--- src/box3_col_cell.sv ---
// One column cell of the window chain: holds three pixels and their sum.
`default_nettype none

module box3_col_cell #(
  parameter int PIXEL_BITS = 8
) (
  input  wire logic                           clk,
  input  wire logic                           shift,
  input  wire logic [2:0][PIXEL_BITS-1:0]     col_in,
  output logic      [2:0][PIXEL_BITS-1:0]     col_out,
  output logic      [PIXEL_BITS+1:0]          col_sum
);

  // Take the neighbor's column whenever a new pixel column enters the chain.
  always_ff @(posedge clk) begin
    if (shift) begin
      col_out <= col_in;
    end
  end

  // Sum of the top, middle and bottom pixels of this column.
  assign col_sum = (PIXEL_BITS+2)'(col_out[0]) + (PIXEL_BITS+2)'(col_out[1])
                 + (PIXEL_BITS+2)'(col_out[2]);

endmodule

`default_nettype wire

--- config.mk ---
export PLATFORM = sky130hd
export DESIGN_NAME = box3_col_cell
export DESIGN_NICKNAME = d
export VERILOG_FILES = /design/src/box3_col_cell.sv
export SDC_FILE = /design/constraint.sdc
export NUM_CORES = 1
export LEC_CHECK = 0
export ABC_AREA = 1
export BUFFER_PORTS_ARGS = -buffer_cell sky130_fd_sc_hd__buf_2
export CAP_MARGIN = 5
export CORE_MARGIN = 2
export CORE_UTILIZATION = 41
export DETAILED_ROUTE_END_ITERATION = 8
export PLACE_DENSITY = 0.75
export RECOVER_POWER = 50
export REMOVE_ABC_BUFFERS = 1
export SLEW_MARGIN = 40
export SYNTH_ARGS = -nofsm -noshare
export SYNTH_HDL_FRONTEND = slang
export SYNTH_SLANG_ARGS = --single-unit
--- constraint.sdc ---
create_clock -name clk -period 2.3 [get_ports clk]
set_clock_uncertainty 0.2 [all_clocks]
set_input_delay 0.345 -clock clk [delete_from_list [all_inputs] [get_ports clk]]
set_output_delay 0.345 -clock clk [all_outputs]
set_load 0.02 [all_outputs]
# Word level (Yosys, flattened, before mapping)
# Index checks and enable logic that the tools add are counted.
# classes
n_addsub	2
# ops
op	n
9-bit by 8-bit adder with 10-bit output	1
8-bit by 8-bit adder with 9-bit output	1
# totals
reg_bits	24
in_bits	26
output_inout_bits	34
elab_cells	5

# Depth between registers and ports, before layout
# Gate-level depths: netlist of run 1.
# depth
word_depth	2
ltp_mapped	11
mapped_depth_nobuf	11

# Worst setup path after synthesis of run 1
# Ideal clock, no wire load.
# synth_timing
kind	flip-flop to output port
startpoint	register col_out[1] (netlist name)
endpoint	output port col_sum[7]
t_arrival_ps	2093
required_time_ps	1755
setup_slack_ps	-338
stages_incl_launch_ff	9
n_path_buf	0
cell_sequence	edfxtp_1 -> fa_1 -> ha_1 -> fa_1 -> nand2_1 -> nand2_2 -> nand3b_4 -> nand3_1 -> nand2_1
# synth_via
elab_chain_len	2
# synth_lines
element	line_no	source
start, declared	10	output logic [2:0][PIXEL_BITS-1:0] col_out,
start signal, assigned	17	col_out <= col_in;
8-bit by 8-bit adder with 9-bit output	22	assign col_sum = (PIXEL_BITS+2)'(col_out[0]) + (PIXEL_BITS+2)'(col_out[1])
9-bit by 8-bit adder with 10-bit output	23	+ (PIXEL_BITS+2)'(col_out[2]);
end, declared	11	output logic [PIXEL_BITS+1:0] col_sum
# No other way between the ends.

# Worst setup path in the final report of run 1
# layout_timing
startpoint	register col_out[17] (netlist name)
endpoint	output port col_sum[7]
# layout_via
elab_chain_len	1
# layout_lines
element	line_no
9-bit by 8-bit adder with 10-bit output	23
# No other way between the ends.

==> results of run 1 <==
final cells by class:
class / count / area (um^2) / share of cell area [%]
Inverter: 18 / 67.6 / 3.45
Clock buffer: 3 / 22.5 / 1.15
Timing Repair Buffer: 86 / 556 / 28.3
Sequential cell: 24 / 721 / 36.8
Tap cell: 33 / 41.3 / 2.11
Multi-Input combinational cell: 55 / 553 / 28.2
stage by stage:
step           hold slack (ns)  cells  utilization (%)
2_1_floorplan            0.244     97                -
3_3_place_gp             0.321    202             56.8
3_5_place_dp             0.323    202             56.8
4_1_cts               0.000216    207             60.8
5_1_grt                0.00235    219             65.3
6_report                0.0135    219             65.3
worst paths after layout:
path	from	endpoint	slack, ns	depth (start not counted)
setup / recovery	col_out[17]	col_sum[7]	-0.60	10
hold / removal	col_in[8]	col_out[8]	0.01	1
placed cells by master, fill, tap and decap left out, drive strengths merged, types with 2 or more instances in the layout:
cell type     n
a21oi         3
buf          74
clkbuf        4
dlygate4sd3  11
edfxtp       24
fa            9
ha            7
inv          18
nand2        22
nand3         5
nor2          2
xor2          2
per-layer routing:
metal / vias to the layer above / GRT usage, % / part of all wire [%]
li1: 494 / - / -
met1: 462 / 18.3 / 36
met2: 25 / 33.4 / 59
met3: 2 / 1.95 / 3.7
met4: 0 / 6.35 / 0.68
met5: - / 0 / 0
logic make-up after synthesis:
group	after synthesis	share of synthesized area, %
simple gates	32	12.6
flops	24	56.7
buf+inv	18	5.32
fa+ha+maj	16	21.1
compound gates	4	2.17
xor+xnor	3	2.07
power by group through the flow:
stage	Sequential [mW]	Clock [mW]	Combinational, mW
floorplan	0.597	0	0.414
global placement	0.551	0	0.689
detailed placement	0.557	0	0.712
CTS	0.547	0.179	0.834
global route	0.552	0.189	0.943
finish	0.547	0.170	0.867
critical path, cell delays in order, from the launching register on:
cell	delay, ns
edfxtp_1	0.44
fa_1	0.50
ha_2	0.20
fa_2	0.37
nand2_2	0.09
nand2_4	0.06
nand3b_4	0.09
nand2_2	0.05
nand2_1	0.06
nand2_1	0.07
buf_6	0.13
timing repair:
action / in CTS / in global routing
pin swaps: 11 / 0
hold buffers: 0 / 11
setup buffers: 2 / 1
gates resized for setup: 19 / 3
endpoints found under the setup margin: 8 / 9
endpoints found under the hold margin: 0 / 11
==> flow_metrics.py, run 1 <==
metrics = {
    "layout": {
        "reg.largest.list": "col_out x24",
        "num-nets-final": 230,
        "drive_above_1_share_pct": 50.5,
        "finalInstanceArea_um2": 1960,
        "regMostFlops": "col_out",
        "fillers": 226,
        "largest_reg_flops": 24,
        "diodes": 0,
        "area_delta_synth_final_pct": 54.4,
    },
    "logic_synthesis": {
        "postSynthAreaPerCell_um2": 13.1,
        "yosysTopAreaCellShare_pct": 56.7,
        "syn_inst": 97,
        "ys_seq_area_share_pct": 56.7,
        "ys.flop_type": "edfxtp_1",
        "synth_top_cell_by_area": "edfxtp_1",
        "ys_top_cells_by_area": "edfxtp_1 (57%), fa_1 (14%), ha_1 (6.9%), nand2_1 (5.9%), inv_1 (5.3%)",
        "ys_ff_latch": 24,
        "ys_types": 17,
        "synthArstFlopShare_pct": 0,
        "syn_area_um2": 1270,
        "yosys.cell_count.top_type": "edfxtp_1",
        "synth-edff-count": 24,
        "yosysWarnings": 0,
        "synth_common_cells": "edfxtp_1 (24), nand2_1 (20), inv_1 (18)",
    },
    "cts": {
        "clockRootBuffer": "clkbuf_4",
        "clk_path_buf_depth": 2,
        "cts_inserted_buffers": 3,
        "clk_pin_slew_ns": 0.12,
        "clkSinkCount": 24,
        "cts_tree": "built",
        "cts.htree.levels": 1,
    },
    "critical_path": {
        "worstPathRequired_ns": 1.75,
        "worstSetupPathType": "reg -> out",
        "startpoint_type": "flip-flop",
        "arrival_ns": 2.36,
        "worstPathMaxFanout": 3,
        "endpoint_kind": "output port",
    },
    "status": {
        "violations": "negative setup slack",
        "status": "complete, but fails checks",
    },
    "floorplan": {
        "start_util_pct": 42.3,
        "fp.dieW_um": 59.7,
        "dieArea_um2": 3560,
        "core_um2": 3000,
        "ios": 60,
        "rows": 20,
        "die_h_um": 59.7,
    },
    "sta": {
        "fmax_mhz": 344,
        "layout_min_cycle_time_ns": 2.90,
        "setup_viol": 8,
        "fin_setup_tns_ns": -3.72,
        "rsz0062_at_grt": "true",
        "slew_headroom_pct": 19.8,
        "hold_violations": 0,
        "drv_slew": 0,
        "post-route-worst-setup-slack_ns": -0.603,
        "period_share_pct": 126,
        "worst_pin_slew_ns": 1.20,
    },
    "place": {
        "dpl_cell_area_um2": 1700,
        "io_buffer_count": 59,
        "dp_slack_ns": -0.380,
        "dp.final_hpwl_um": 2320,
        "globalplace.congestion": 0.687,
    },
    "route": {
        "wl_per_cell_um": 13.5,
        "vias_per_cell": 4.49,
        "drt_iter0_markers": 11,
        "ant_nets": 0,
        "drc_errors": 0,
        "vias": 983,
        "drt_first_pass_iters": 4,
        "routed_wirelength_um": 2950,
    },
    "power": {
        "power_frac_clock_pct": 10.7,
        "power.switching_mw": 0.590,
        "p_comb_share_pct": 54.7,
        "switching_share_pct": 37.2,
        "p_int_mw": 0.994,
        "p_total_mw": 1.58,
        "seqPwrFrac_pct": 34.5,
        "vdd_drop_max_mv": 0.509,
        "power_density_nw_per_um2": 808,
        "leakagePower_nw": 0.947,
    },
    "global_route": {
        "grt_pass1_wl_um": 4390,
        "first_global_vias": 1045,
        "gr-total-overflow": 0,
        "antenna_found_initial": 0,
        "grt_use_total_pct": 17.0,
        "grt_max_degree": 25,
    },
    "job": {
        "maxCapViolations": 0,
    },
    "min_path": {
        "hold_class": "in -> reg",
    },
}
(Power assumes the default switching activity.)
==> run 2: changes to the inputs <==
--- a/config.mk
+++ b/config.mk
@@ -9,12 +9,13 @@
 export BUFFER_PORTS_ARGS = -buffer_cell sky130_fd_sc_hd__buf_2
 export CAP_MARGIN = 5
 export CORE_MARGIN = 2
-export CORE_UTILIZATION = 41
+export CORE_UTILIZATION = 45
 export DETAILED_ROUTE_END_ITERATION = 8
-export PLACE_DENSITY = 0.75
+export PLACE_DENSITY = 0.78
 export RECOVER_POWER = 50
 export REMOVE_ABC_BUFFERS = 1
 export SLEW_MARGIN = 40
 export SYNTH_ARGS = -nofsm -noshare
 export SYNTH_HDL_FRONTEND = slang
 export SYNTH_SLANG_ARGS = --single-unit
+export TNS_END_PERCENT = 100
==> constraint.sdc (replaced) <==
create_clock -name clk -period 3.1 [get_ports clk]
set_clock_uncertainty 0.2 [all_clocks]
set_input_delay 0.465 -clock clk [delete_from_list [all_inputs] [get_ports clk]]
set_output_delay 0.465 -clock clk [all_outputs]
set_load 0.02 [all_outputs]
==> flow_metrics.py, run 2 (synthesis results as in run 1) <==
metrics = {
    "route": {
        "dr_wl_met2_um": 1170,
        "drt_first_pass_iters": 6,
        "vias": 879,
        "ant_nets": 0,
        "wl_met1_um": 847,
        "dr_wl_met3_um": 112,
        "wl_per_cell_um": 11.3,
        "drc_errors": 0,
        "vias_per_cell": 4.58,
        "top_layer_used": "met4",
        "routed_wirelength_um": 2180,
        "drt_iter0_markers": 33,
    },
    "min_path": {
        "whs_path_depth": 1,
        "min_to": "col_out[11]",
        "hold_start": "col_in[11]",
        "hold_class": "in -> reg",
    },
    "power": {
        "leakagePower_nw": 0.819,
        "vdd_drop_max_mv": 0.451,
        "power_density_nw_per_um2": 622,
    },
    "layout": {
        "largest_reg_flops": 24,
        "area_delta_synth_final_pct": 30.3,
        "fillers": 220,
        "diodes": 0,
        "num-nets-final": 204,
        "regMostFlops": "col_out",
        "drive_above_1_share_pct": 46.0,
        "stdcell_count": 192,
        "final_cell_mix": "buf_2 (57), edfxtp_1 (24), inv_1 (18)",
        "reg.largest.list": "col_out x24",
        "final_common_cell": "buf_2",
    },
    "job": {
        "maxCapViolations": 0,
    },
    "global_route": {
        "grt_pass1_wl_um": 3530,
        "grt_max_degree": 25,
        "gr-total-overflow": 0,
        "grt_use_total_pct": 14.6,
        "antenna_found_initial": 0,
        "first_global_vias": 820,
    },
    "cts": {
        "clockRootBuffer": "clkbuf_4",
        "clk_pin_slew_ns": 0.12,
        "clkSinkCount": 24,
        "cts_inserted_buffers": 3,
        "cts_tree": "built",
        "cts.hold.buffers_added": 0,
        "clk_path_buf_depth": 2,
        "cts.htree.levels": 1,
    },
    "floorplan": {
        "core_um2": 2710,
        "ios": 60,
        "die_h_um": 57.1,
        "fp.dieW_um": 57.1,
        "start_util_pct": 46.9,
        "dieArea_um2": 3260,
        "rows": 19,
    },
    "sta": {
        "post-route-worst-setup-slack_ns": 0.0996,
        "drv_slew": 0,
        "rsz0062_at_grt": "true",
        "worst_pin_slew_ns": 1.22,
        "hold_violations": 0,
        "period_share_pct": 96.8,
        "slew_headroom_pct": 19.0,
        "layout_min_cycle_time_ns": 3.00,
        "fmax_mhz": 333,
        "setup_viol": 0,
    },
    "critical_path": {
        "arrival_ns": 2.34,
        "startpoint_type": "flip-flop",
        "worstSetupPathType": "reg -> out",
        "endpoint_kind": "output port",
        "worstPathRequired_ns": 2.43,
        "worstPathMaxFanout": 3,
    },
    "place": {
        "dp_slack_ns": 0.327,
        "placed_cells": 187,
        "dp.final_hpwl_um": 1860,
        "globalplace.congestion": 0.698,
        "io_buffer_count": 59,
    },
    "status": {
        "status": "complete, no violations",
    },
}
[run 2: cell count changes in the layout (fill, tap and decap cells not counted), sizes merged]
cell / delta
buf: -15
clkinv: +1
dlygate4sd3: -11
[run 2: how the worst max path moves through the flow]
stage / startpoint / end / cells past startpoint
2_1_floorplan: col_out[1] / col_sum[7] / 8
3_3_place_gp: col_out[1] / col_sum[7] / 9
3_5_place_dp: col_out[1] / col_sum[7] / 9
4_1_cts: col_out[1] / col_sum[7] / 9
5_1_grt: col_out[17] / col_sum[7] / 10
6_report: col_out[17] / col_sum[7] / 10
[run 2: power by group]
| group | internal [mW] | switching [mW] | leakage [nW] |
|---|---|---|---|
| Combinational | 0.194 | 0.300 | 0.569 |
| Sequential | 0.387 | 0.0164 | 0.235 |
| Clock | 0.0471 | 0.0846 | 0.0154 |
[run 2: routing by layer]
| layer | up-vias | global-route usage (%) |
|---|---|---|
| li1 | 445 | - |
| met4 | 0 | 8.97 |
| met2 | 24 | 24.3 |
| met3 | 4 | 3.40 |
| met5 | - | 0 |
| met1 | 406 | 17.2 |
[run 2: critical path, cell delays in order, from the launching register on]
cell and delay (ns):
edfxtp_1 0.44, fa_1 0.49, ha_2 0.20, fa_2 0.38, nand2_2 0.07, nand2_2 0.06
nand3b_4 0.10, nand2_2 0.06, nand2_2 0.06, nand2_2 0.04, buf_6 0.12
[run 2: area by class of cell]
class / count / area, um^2 / share of cell area (%)
sequential: 24 / 721 / 43.5
multi-input combinational: 55 / 494 / 29.9
timing repair buffer: 60 / 308 / 18.6
inverter: 18 / 67.6 / 4.08
tap: 31 / 38.8 / 2.34
clock buffer: 3 / 22.5 / 1.36
clock inverter: 1 / 3.75 / 0.227
[run 2: repair_timing]
action | CTS | global route
setup endpoints to repair | 2 | 2
buffers inserted | 0 | 1
resized for setup | 1 | 6
pin swaps | 0 | 6
[run 2: metrics by stage]
stage	hold slack (ns)	utilization [%]	cell area, um^2	TNS (ns)	power [mW]
after global placement	0.441	59.2	1600	0	0.877
after global routing	0.0990	61.1	1660	-0.0109	1.11
after detailed placement	0.443	59.2	1600	0	0.888
after CTS	0.107	60.2	1630	0	1.02
after floorplan	0.364	-	1270	0	0.750
final	0.120	61.1	1660	0	1.03
