===== src/box3_pkg.sv =====
// Shared types and constants for the 3x3 box filter stream core.
`default_nettype none

package box3_pkg;

  // Fixed field widths of the configuration and result interfaces.
  localparam int OUT_BITS        = 8;
  localparam int CFG_DATA_BITS   = 13;
  localparam int CFG_INDEX_BITS  = 1;
  localparam int LINE_FIELD_BITS = 11;
  localparam int HEIGHT_BITS     = 13;
  localparam int ROW_BITS        = 12;

  // Frame geometry limits and reset values.
  localparam int MIN_DIM            = 3;
  localparam int MAX_HEIGHT         = 4096;
  localparam int RESET_LINE_WIDTH   = 640;
  localparam int RESET_FRAME_HEIGHT = 480;

  // Number of column cells in the window chain.
  localparam int WINDOW_COLS = 3;

  // Configuration register indexes.
  localparam logic [CFG_INDEX_BITS-1:0] REG_LINE_WIDTH   = 1'b0;
  localparam logic [CFG_INDEX_BITS-1:0] REG_FRAME_HEIGHT = 1'b1;

  // Position flags that travel with each result.
  typedef struct packed {
    logic frame_last;
    logic row_last;
  } box3_flags_t;

endpackage

`default_nettype wire


===== src/box3_div9.sv =====
// Two-stage divide-by-nine unit that also serves as the output register.
`default_nettype none

module box3_div9
  import box3_pkg::*;
#(
  parameter int PIXEL_BITS = 8
) (
  input  wire logic                    clk,
  input  wire logic                    rst,
  input  wire logic                    advance,
  input  wire logic                    sum_valid,
  input  wire logic [PIXEL_BITS+3:0]   sum,
  input  wire box3_flags_t             sum_flags,
  output logic                         res_valid,
  output logic [OUT_BITS-1:0]          res_pixel,
  output box3_flags_t                  res_flags
);

  localparam int SUM_BITS = PIXEL_BITS + 4;
  localparam int SHIFT    = SUM_BITS;
  localparam logic [SUM_BITS-1:0] RECIP = SUM_BITS'((64'd1 << SHIFT) / 9);
  localparam logic [SUM_BITS-1:0] NINE  = SUM_BITS'(9);

  logic                    prod_valid;
  logic [2*SUM_BITS-1:0]   prod;
  logic [SUM_BITS-1:0]     prod_sum;
  box3_flags_t             prod_flags;

  logic [SUM_BITS-1:0]     quot_est;
  logic [SUM_BITS-1:0]     remainder;
  logic [SUM_BITS-1:0]     quot;

  // Stage one: multiply by the scaled reciprocal of nine.
  always_ff @(posedge clk) begin
    if (rst) begin
      prod_valid <= 1'b0;
    end else if (advance) begin
      prod_valid <= sum_valid;
    end
    if (advance) begin
      prod       <= (2*SUM_BITS)'(sum) * (2*SUM_BITS)'(RECIP);
      prod_sum   <= sum;
      prod_flags <= sum_flags;
    end
  end

  // The estimate is low by at most one; a single compare fixes it.
  always_comb begin
    quot_est  = prod[2*SUM_BITS-1:SHIFT];
    remainder = prod_sum - SUM_BITS'(quot_est * NINE);
    quot      = (remainder >= NINE) ? quot_est + SUM_BITS'(1) : quot_est;
  end

  // Stage two: output register.
  always_ff @(posedge clk) begin
    if (rst) begin
      res_valid <= 1'b0;
    end else if (advance) begin
      res_valid <= prod_valid;
    end
    if (advance) begin
      res_pixel <= OUT_BITS'(quot);
      res_flags <= prod_flags;
    end
  end

endmodule

`default_nettype wire


===== config.mk =====
export PLATFORM = sky130hd
export DESIGN_NAME = box3_div9
export DESIGN_NICKNAME = d
export VERILOG_FILES = /design/src/box3_pkg.sv /design/src/box3_div9.sv
export SDC_FILE = /design/constraint.sdc
export NUM_CORES = 1
export LEC_CHECK = 0
export BUFFER_PORTS_ARGS = -buffer_cell sky130_fd_sc_hd__buf_2
export CAP_MARGIN = 0
export CELL_PAD_IN_SITES_DETAIL_PLACEMENT = 0
export CELL_PAD_IN_SITES_GLOBAL_PLACEMENT = 1
export CORE_AREA = 8 8 93 95
export CTS_CLUSTER_SIZE = 30
export DETAILED_ROUTE_END_ITERATION = 8
export DIE_AREA = 0 0 101 103
export GPL_TIMING_DRIVEN = 0
export PLACE_DENSITY = 0.82
export SYNTH_ARGS = -nofsm -noshare
export SYNTH_HDL_FRONTEND = slang
export SYNTH_SLANG_ARGS = --single-unit

===== constraint.sdc =====
create_clock -name clk -period 8.6 [get_ports clk]
set_input_delay 0.43 -clock clk [delete_from_list [all_inputs] [get_ports clk]]
set_output_delay 0.43 -clock clk [all_outputs]
set_load 0.03 [all_outputs]

---- After elaboration in Yosys (flattened, before gate mapping) ----
Index checks and enable logic that the tools add are counted.
cells by class
  add/subtract/negate cells ............... 2
  multipliers ............................. 2
  order comparisons ....................... 1
  mux-type cells .......................... 1
operators with widths
  kind                     number
  $mul A12 B9 Y21 const B  1
  $ge A12 B4 Y1 const B    1
  $mul A9 B4 Y12 const B   1
  $sub A12 B12 Y12         1
  $add A8 B1 Y8 const B    1
  $mux W8                  1
storage, ports and cells
  register bits ........................... 47
  output and inout port bits .............. 11
  word-level logic and storage cells ...... 15

---- Logic depth before layout (Yosys ltp) ----
Gate-level depths: netlist of run 1.
  depth after elaboration ................. 4
  gate-level depth with buffers ........... 17
  gate-level depth less buffers ........... 17

---- Worst setup path before layout of run 1 ----
No wires, ideal clock.
  path type ............................... input to register
  start ................................... input port sum[1]
  end ..................................... register prod[20], data pin
  setup time .............................. 0.264 ns
  arrival ................................. 4.219 ns
  required time ........................... 8.336 ns
  path slack .............................. 4.117 ns
  stages on the path ...................... 17
  buffers on the path ..................... 0
  cells stage by stage .................... inv_1 fa_1 inv_1 ha_1 inv_1 fa_1 fa_1 inv_1 ha_1 a2111oi_4 nand2_2 o21ba_1 o211a_1 o21a_2 o21a_4 o41ai_2 xnor2_1
between the ends
  cells in the longest elaborated chain, start to end .. 1
ends and longest elaborated chain
  what                  line             RTL
  start, declared       box3_div9.sv:13  input wire logic [PIXEL_BITS+3:0] sum,
  $mul A12 B9 Y21       box3_div9.sv:42  prod <= (2*SUM_BITS)'(sum) * (2*SUM_BITS)'(RECIP);
  end signal, assigned  box3_div9.sv:42
  end, declared         box3_div9.sv:26  logic [2*SUM_BITS-1:0] prod;
No other way between the ends.
A chain may end at the register's enable or synchronous reset.

---- Worst setup path after layout of run 1 ----
  start ................................... input port sum[1]
  end ..................................... register prod[19], data pin
The elaborated chain is that of the path after synthesis.

==> metrics.md, run 1 <==
| Metric | Value |
|---|---|
| Share of layout cells above drive strength 1 | `12.7%` |
| FILL cells | `667` |
| Tmin final | `4.56 ns` |
| RD Place Congestion | `0.858` |
| Maximum capacitance violations | `0` |
| DRT Pass-1 Iters | `4` |
| # IOs | `29` |
| Clock Latency Late Sink | `0.28 ns` |
| Largest family of logic cells by synthesized area | `adder cells` |
| CP Max Fanout | `4` |
| Final Routed Wirelength | `6180 µm` |
| Detailed placer's ending HPWL | `5450 µm` |
| Die height | `103 µm` |
| Deepest clock path buffer count | `2` |
| Hold_sp | `rst` |
| Die area | `0.0104 mm²` |
| Most Crowded Layer GR | `met2` |
| Sequential cell area | `0.00103 mm²` |
| Worst R2R Path Depth | `12` |
| Cell Area, Synth | `0.00366 mm²` |
| Hold depth | `2` |
| Yosys warns | `0` |
| Simple-gate share of the synthesized area | `8.72%` |
| Multi-input logic area | `0.00232 mm²` |
| Met1 Use GR | `15.5%` |
| Vias/cell | `4.84` |
| Req. time, crit path | `8.63 ns` |
| RSZ-0062 raised after global routing | `no` |
| Initial core utilization | `51.2%` |
| Slew HR | `50.8%` |
| FF-to-FF Start | `prod[14]` |
| Die Wd | `101 µm` |
| Post-cts sizing count | `0` |
| # DRC | `0` |
| Multiplexer area fraction after synthesis | `1.68%` |
| Placed cells | `462` |
| # nets final | `485` |
| Yosys reg bits | `35` |
| Final setup fails | `0` |
| Met3 Use GR | `0.878%` |
| Kind of critical path | `in2reg` |
| ANT cells | `0` |
| CP endpoint kind | `flip-flop` |
| Clock-pin slew on the worst setup and hold paths | `0.07 ns` |
| Average size of a mapped cell | `10.9 µm²` |
| Slew @ Worst Pin | `0.738 ns` |
| # clock sinks | `35` |
| Met2 GRT Util | `23.1%` |
| Non-filler cells in the finished layout | `470` |
| Setup TNS | `0 ns` |
| Drt wl/cell | `13.2 µm` |
| Critical Path AT | `4.59 ns` |
| Worst setup SP type | `primary input` |
| GRT Total Usage | `12.7%` |
| Mapped Nets | `450` |
| First-pass GRT wire length | `10,400 µm` |
| Flop2flop setup slack | `4.81 ns` |
| Area of the core | `0.00714 mm²` |
| Cts hold-fix bufs | `0` |
| Initial drt markers | `73` |
| Upper clock frequency limit | `0.219 GHz` |
| EDFF count, synth | `33` |
| Commonest cells after routing, fill and taps aside | `inv_1, ha_1, edfxtp_1` |
| Yosys cell types | `47` |
| Final ANT Viol Nets | `0` |
| WHS Endpoint | `res_valid` |
| Post-synth ARST share | `0%` |
| CTS Root Cell | `clkbuf_8` |
| Setup Skew | `0.00655 ns` |
| Std-Cell Rows | `31` |
| Synth Instances | `335` |
| Synth Area in Compound Gates | `7.90%` |
| Synth Area in XOR/XNOR | `5.27%` |
| TritonCTS clock tree | `yes` |
| Post CTS Setup Buffer Count | `0` |
| Vias in the first global route | `2,313` |
| Status | `finished clean` |
| GRT Residual Overflow | `0` |
| Min-Delay Path Class | `in2reg` |
| Slew Limit Fails | `0` |
| Final Hold Vio Count | `0` |
| Most common cell after layout, fill and taps aside | `inv_1` |
| Initial antenna violation count | `0` |
| PortBufs | `28` |
| Area Overhead vs Synth | `9.54%` |
| FF-to-FF End | `res_pixel[1]` |
| Final period util | `53.1%` |
| H-Tree Depth | `2` |
| DR vias | `2,275` |
| Sequential fraction of the synthesis area | `28.2%` |
| Pin count of the biggest net entering global routing | `36` |
| CTS Buf Count | `5` |
| Post-synthesis adder-cell area fraction | `39.8%` |
| Ys flop type | `edfxtp_1` |
-- synth_stat cells (all sizes together) (4+ instances only) --
cell     n  area share (%)
inv     80             8.2
ha      65              22
edfxtp  33              27
fa      32              18
nor2    18             1.8
xnor2   18             4.3
nor3     8             1.1
nand2    6            0.68
nand3    6            0.82
o21a     6             1.5
a21oi    5            0.68
mux2i    5             1.4
nand2b   4            0.68
xor2     4            0.96
-- registers in the layout, summed over array words and instances, names as in the netlist --
signal,flops
prod,9
prod_valid,1
prod_sum,12
res_flags,2
res_pixel,8
res_valid,1
prod_flags,2
-- per-stage QoR --
stage               utilization, %  cell area, µm²  worst slack [ns]  hold slack (ns)
floorplan                        -            3660              4.12            0.400
global placement              54.9            3920              3.76            0.403
detailed placement            54.9            3920              3.72            0.411
CTS                           56.1            4010              4.01            0.304
global route                  56.1            4010              3.78            0.309
finish                        56.1            4010              4.04            0.315
-- worst max-delay path, stage by stage --
cell       delay (ns)
buf_2            0.13
inv_1            0.07
fa_1             0.53
inv_1            0.04
ha_1             0.30
inv_1            0.08
fa_1             0.44
fa_1             0.51
inv_1            0.04
ha_1             0.35
a2111oi_4        0.33
nand2_2          0.08
o21ba_1          0.21
o211a_1          0.24
o21a_2           0.22
o21a_4           0.21
o31ai_1          0.24
xnor2_1          0.12
-- how the worst max path moves through the flow --
stage / start / end
global placement: sum[1] / prod[20]
finish: sum[1] / prod[19]
CTS: sum[1] / prod[19]
global route: sum[1] / prod[19]
floorplan: sum[1] / prod[20]
detailed placement: sum[1] / prod[19]
-- area by class of cell --
type	count	share of cell area (%)
clock buffers	6	1.81
flip-flops and latches	35	25.7
inverters	80	7.50
repair buffers	28	3.50
clock inverters	2	0.312
well taps	99	3.09
multi-input cells	218	57.8
plain buffers	2	0.250
-- logic make-up after synthesis --
kind of cell    count (synthesis)
compound gates                 34
fa+ha+maj                      97
mux                             6
simple gates                   59
xor+xnor                       22
buf+inv                        82
flops                          35
-- layer usage --
| layer | up-vias | share of wire, % |
|---|---|---|
| met1 | 1058 | 46 |
| met4 | 0 | 1.3 |
| met2 | 18 | 51 |
| li1 | 1193 | - |
| met5 | - | 0 |
| met3 | 6 | 1.2 |
Power of run 1 is left out: the tool's default activity adds up to more than one toggle a clock period on the data nets, which glitch-free logic cannot reach.
==> run 2, diff against run 1 <==
ABC_AREA = 1   (was default)
CORE_AREA = 8 8 103 105   (was 8 8 93 95)
DIE_AREA = 0 0 111 113   (was 0 0 101 103)
PLACE_DENSITY = 0.78   (was 0.82)
clock period = 4.2 ns   (was 8.6 ns; I/O delays follow)
==> run 2 against run 1 <==
  * Area after synthesis rose by 13%
  * Via count rose by 34%
  * Flip-flop and latch count did not move
  * Sequential share of layout area fell by 2.9 points
  * Register-to-register slack got worse by 3.8 ns
  * Critical endpoint is now prod[20]
  * Critical path type unchanged
  * Clock skew fell by 0.00061 ns
  * Routed wire length rose by 30%
  * Utilization fell by 5.8 points
==> metrics.md, run 2 <==
| Metric | Value |
|---|---|
| Post-synth ARST share | `0% (unchanged)` |
| Detailed placer's ending HPWL | `7190 µm (+32%)` |
| CP Max Fanout | `5 (+1)` |
| Clock-pin slew on the worst setup and hold paths | `0.07 ns (about the same)` |
| Initial core utilization | `46.1% (-5.1 points)` |
| Simple-gate share of the synthesized area | `19.0% (+10 points)` |
| Largest family of logic cells by synthesized area | `adder cells` |
| CP Cell Sequence | `buf_2 > inv_1 > fa_1 > inv_1 > ha_1 > inv_1 > fa_1 > fa_1 > inv_1 > ha_1 > a21oi_1 > o21ai_0 > a221oi_1 > nand2_1 > nand2_1 > nand2_1` |
| Most used cell, CP | `inv_1` |
| FF-to-FF End | `res_pixel[1]` |
| Share of layout cells above drive strength 1 | `9.68% (-3.0 points)` |
| Setup TNS | `0 ns (unchanged)` |
| Post CTS Setup Buffer Count | `0 (unchanged)` |
| Critical Path Slowest Stage Cell | `fa_1` |
| Worst hold margin | `0.0831 ns (-0.232 ns)` |
| Area Overhead vs Synth | `9.00%` |
| H-Tree Depth | `2 (unchanged)` |
| Drt wl/cell | `12.6 µm (-4.0%)` |
| TritonCTS clock tree | `yes` |
| Vias in the first global route | `3,254 (+41%)` |
| Largest registers | `prod_sum (12), prod (9), res_pixel (8)` |
| Maximum capacitance violations | `0 (unchanged)` |
| Post-synthesis adder-cell area fraction | `35.1% (-4.7 points)` |
| Multiplexer area fraction after synthesis | `0% (-1.7 points)` |
| DR vias | `3,058 (+34%)` |
| Sequential cell area | `0.00103 mm² (unchanged)` |
| # IOs | `29 (unchanged)` |
| CTS Buf Count | `5 (unchanged)` |
| DRT Pass-1 Iters | `4 (unchanged)` |
| Critical Path AT | `3.82 ns (-0.77 ns)` |
| Ys flop type | `edfxtp_1` |
| Synth top area cells | `edfxtp_1, ha_1, fa_1` |
| Initial antenna violation count | `0 (unchanged)` |
| Die Wd | `111 µm (+9.9%)` |
| Sequential fraction of the synthesis area | `24.9% (-3.3 points)` |
| First-pass GRT wire length | `14,600 µm (+40%)` |
| Final setup fails | `0 (unchanged)` |
| Final period util | `89.9%` |
| Flop2flop setup slack | `0.99 ns (-3.82 ns)` |
| Worst R2R Path Depth | `13 (+1)` |
| CP startpoint | `sum[5]` |
| Average size of a mapped cell | `8.44 µm² (-23%)` |
| Worst setup SP type | `primary input` |
| Mapped Nets | `606 (+35%)` |
| EDFF count, synth | `33 (unchanged)` |
| Final Routed Wirelength | `8060 µm (+30%)` |
| # DRC | `0 (unchanged)` |
| Cts hold-fix bufs | `0 (unchanged)` |
| Slew HR | `52.4% (+1.6 points)` |
| FILL cells | `855 (+28%)` |
| ANT cells | `0 (unchanged)` |
| Clock Latency Late Sink | `0.29 ns (about the same)` |
| CP endpoint kind | `flip-flop` |
| CTS Root Cell | `clkbuf_8` |
| Area of the core | `0.00898 mm² (+26%)` |
| Synth Area in Compound Gates | `6.28% (-1.6 points)` |
| Pin count of the biggest net entering global routing | `37 (+2.8%)` |
| Tmin final | `3.78 ns` |
| Setup Skew | `0.00594 ns (-0.000610 ns)` |
| # clock sinks | `35 (unchanged)` |
| # nets final | `641 (+32%)` |
| Die area | `0.0125 mm² (+21%)` |
| Synth Instances | `491 (+47%)` |
| Die height | `113 µm (+9.7%)` |
| Most common cell after layout, fill and taps aside | `inv_1` |
| Multi-input logic area | `0.00265 mm² (+14%)` |
| Final Hold Vio Count | `0 (unchanged)` |
| Req. time, crit path | `4.24 ns (-4.39 ns)` |
| Yosys cell types | `32 (-32%)` |
| Vias/cell | `4.79 (-0.98%)` |
| Yosys reg bits | `35 (unchanged)` |
| CP max stage delay | `0.55 ns (+0.02 ns)` |
| Status | `finished clean` |
| GRT Residual Overflow | `0 (unchanged)` |
| Commonest cells after routing, fill and taps aside | `inv_1, nand2_1, ha_1` |
| Upper clock frequency limit | `0.265 GHz` |
| Synth top cells by count | `inv_1, nand2_1, ha_1` |
| GRT Total Usage | `14.0% (+1.3 points)` |
| Slew @ Worst Pin | `0.715 ns (-0.0237 ns)` |
| Most common cell in the netlist | `inv_1` |
| Final ANT Viol Nets | `0 (unchanged)` |
| Max FFs per register | `12 (unchanged)` |
| Post-cts sizing count | `0 (unchanged)` |
| Critical Path End | `prod[20]` |
| Slew Limit Fails | `0 (unchanged)` |
| Std-Cell Rows | `35 (+13%)` |
| Synth top area share | `23.9% (-3.2 points)` |
| Kind of critical path | `in2reg` |
| Largest Register | `prod_sum` |
| RD Place Congestion | `0.816 (-4.9%)` |
| RSZ-0062 raised after global routing | `no` |
| FF-to-FF Start | `prod[14]` |
| PortBufs | `28 (unchanged)` |
| Initial drt markers | `129 (+77%)` |
| Min-Delay Path Class | `in2reg` |
| Synth Area in XOR/XNOR | `3.59% (-1.7 points)` |
| Cell Area, Synth | `0.00414 mm² (+13%)` |
| Deepest clock path buffer count | `2 (unchanged)` |
| Yosys warns | `0 (unchanged)` |
| Area leader, netlist | `edfxtp_1` |
-- run 2: cell types whose count changed in the layout (fill, tap and decap cells not counted), sizes merged, moves of 4 or more --
cell,before,now
a21oi,5,28
inv,80,122
mux2i,5,0
nand2,6,112
nand2b,4,0
nand3,6,29
nor3,8,2
o21a,6,0
o21ai,3,10
xnor2,18,6
xor2,4,11
-- run 2: worst min path at each step --
stage,startpoint,endpoint,slack [ns],cells past startpoint
final,rst,prod_valid,0.08,2
after global routing,rst,prod_valid,0.08,2
after CTS,rst,res_valid,0.07,2
after detailed placement,rst,res_valid,0.39,2
after global placement,rst,res_valid,0.38,2
after floorplan,rst,prod_valid,0.28,1
-- run 2: metrics by stage --
stage,area (µm²),setup WS (ns),utilization [%],std cells
after CTS,4520,0.407,50.3,638
after floorplan,4140,0.664,-,491
after detailed placement,4420,0.104,49.3,630
after global placement,4420,0.138,49.3,630
after global routing,4520,0.123,50.3,638
final,4520,0.425,50.3,638
-- run 2: per-layer routing --
metal  track usage (%)  up-vias  routed length, µm
met4              4.77        0                152
met3             0.952       11                114
met5                 0        -                  0
li1                  -     1616                  -
met2              26.1       30               4270
met1              16.5     1401               3520
-- run 2: logic make-up (layout without fill, tap and decap cells) --
logic type | Yosys count | after routing
compound gates | 45 | 45
xor+xnor | 17 | 17
fa+ha+maj | 97 | 97
buf+inv | 123 | 159
flops | 35 | 35
simple gates | 174 | 174
-- run 2: area by class of cell --
type	instances	area share [%]
timing repair buffer	28	3.10
tap	111	3.08
clock buffer	5	1.52
multi-input combinational	333	58.7
clock inverter	3	0.554
inverter	123	10.2
sequential	35	22.8
-- run 2: critical path: cells and delay by family --
kind / cells / cell delay (ns)
fa+ha+maj: 5 / 2.27
compound gates: 3 / 0.72
buf+inv: 5 / 0.38
simple gates: 3 / 0.22
Power of run 2 is left out for the same reason.
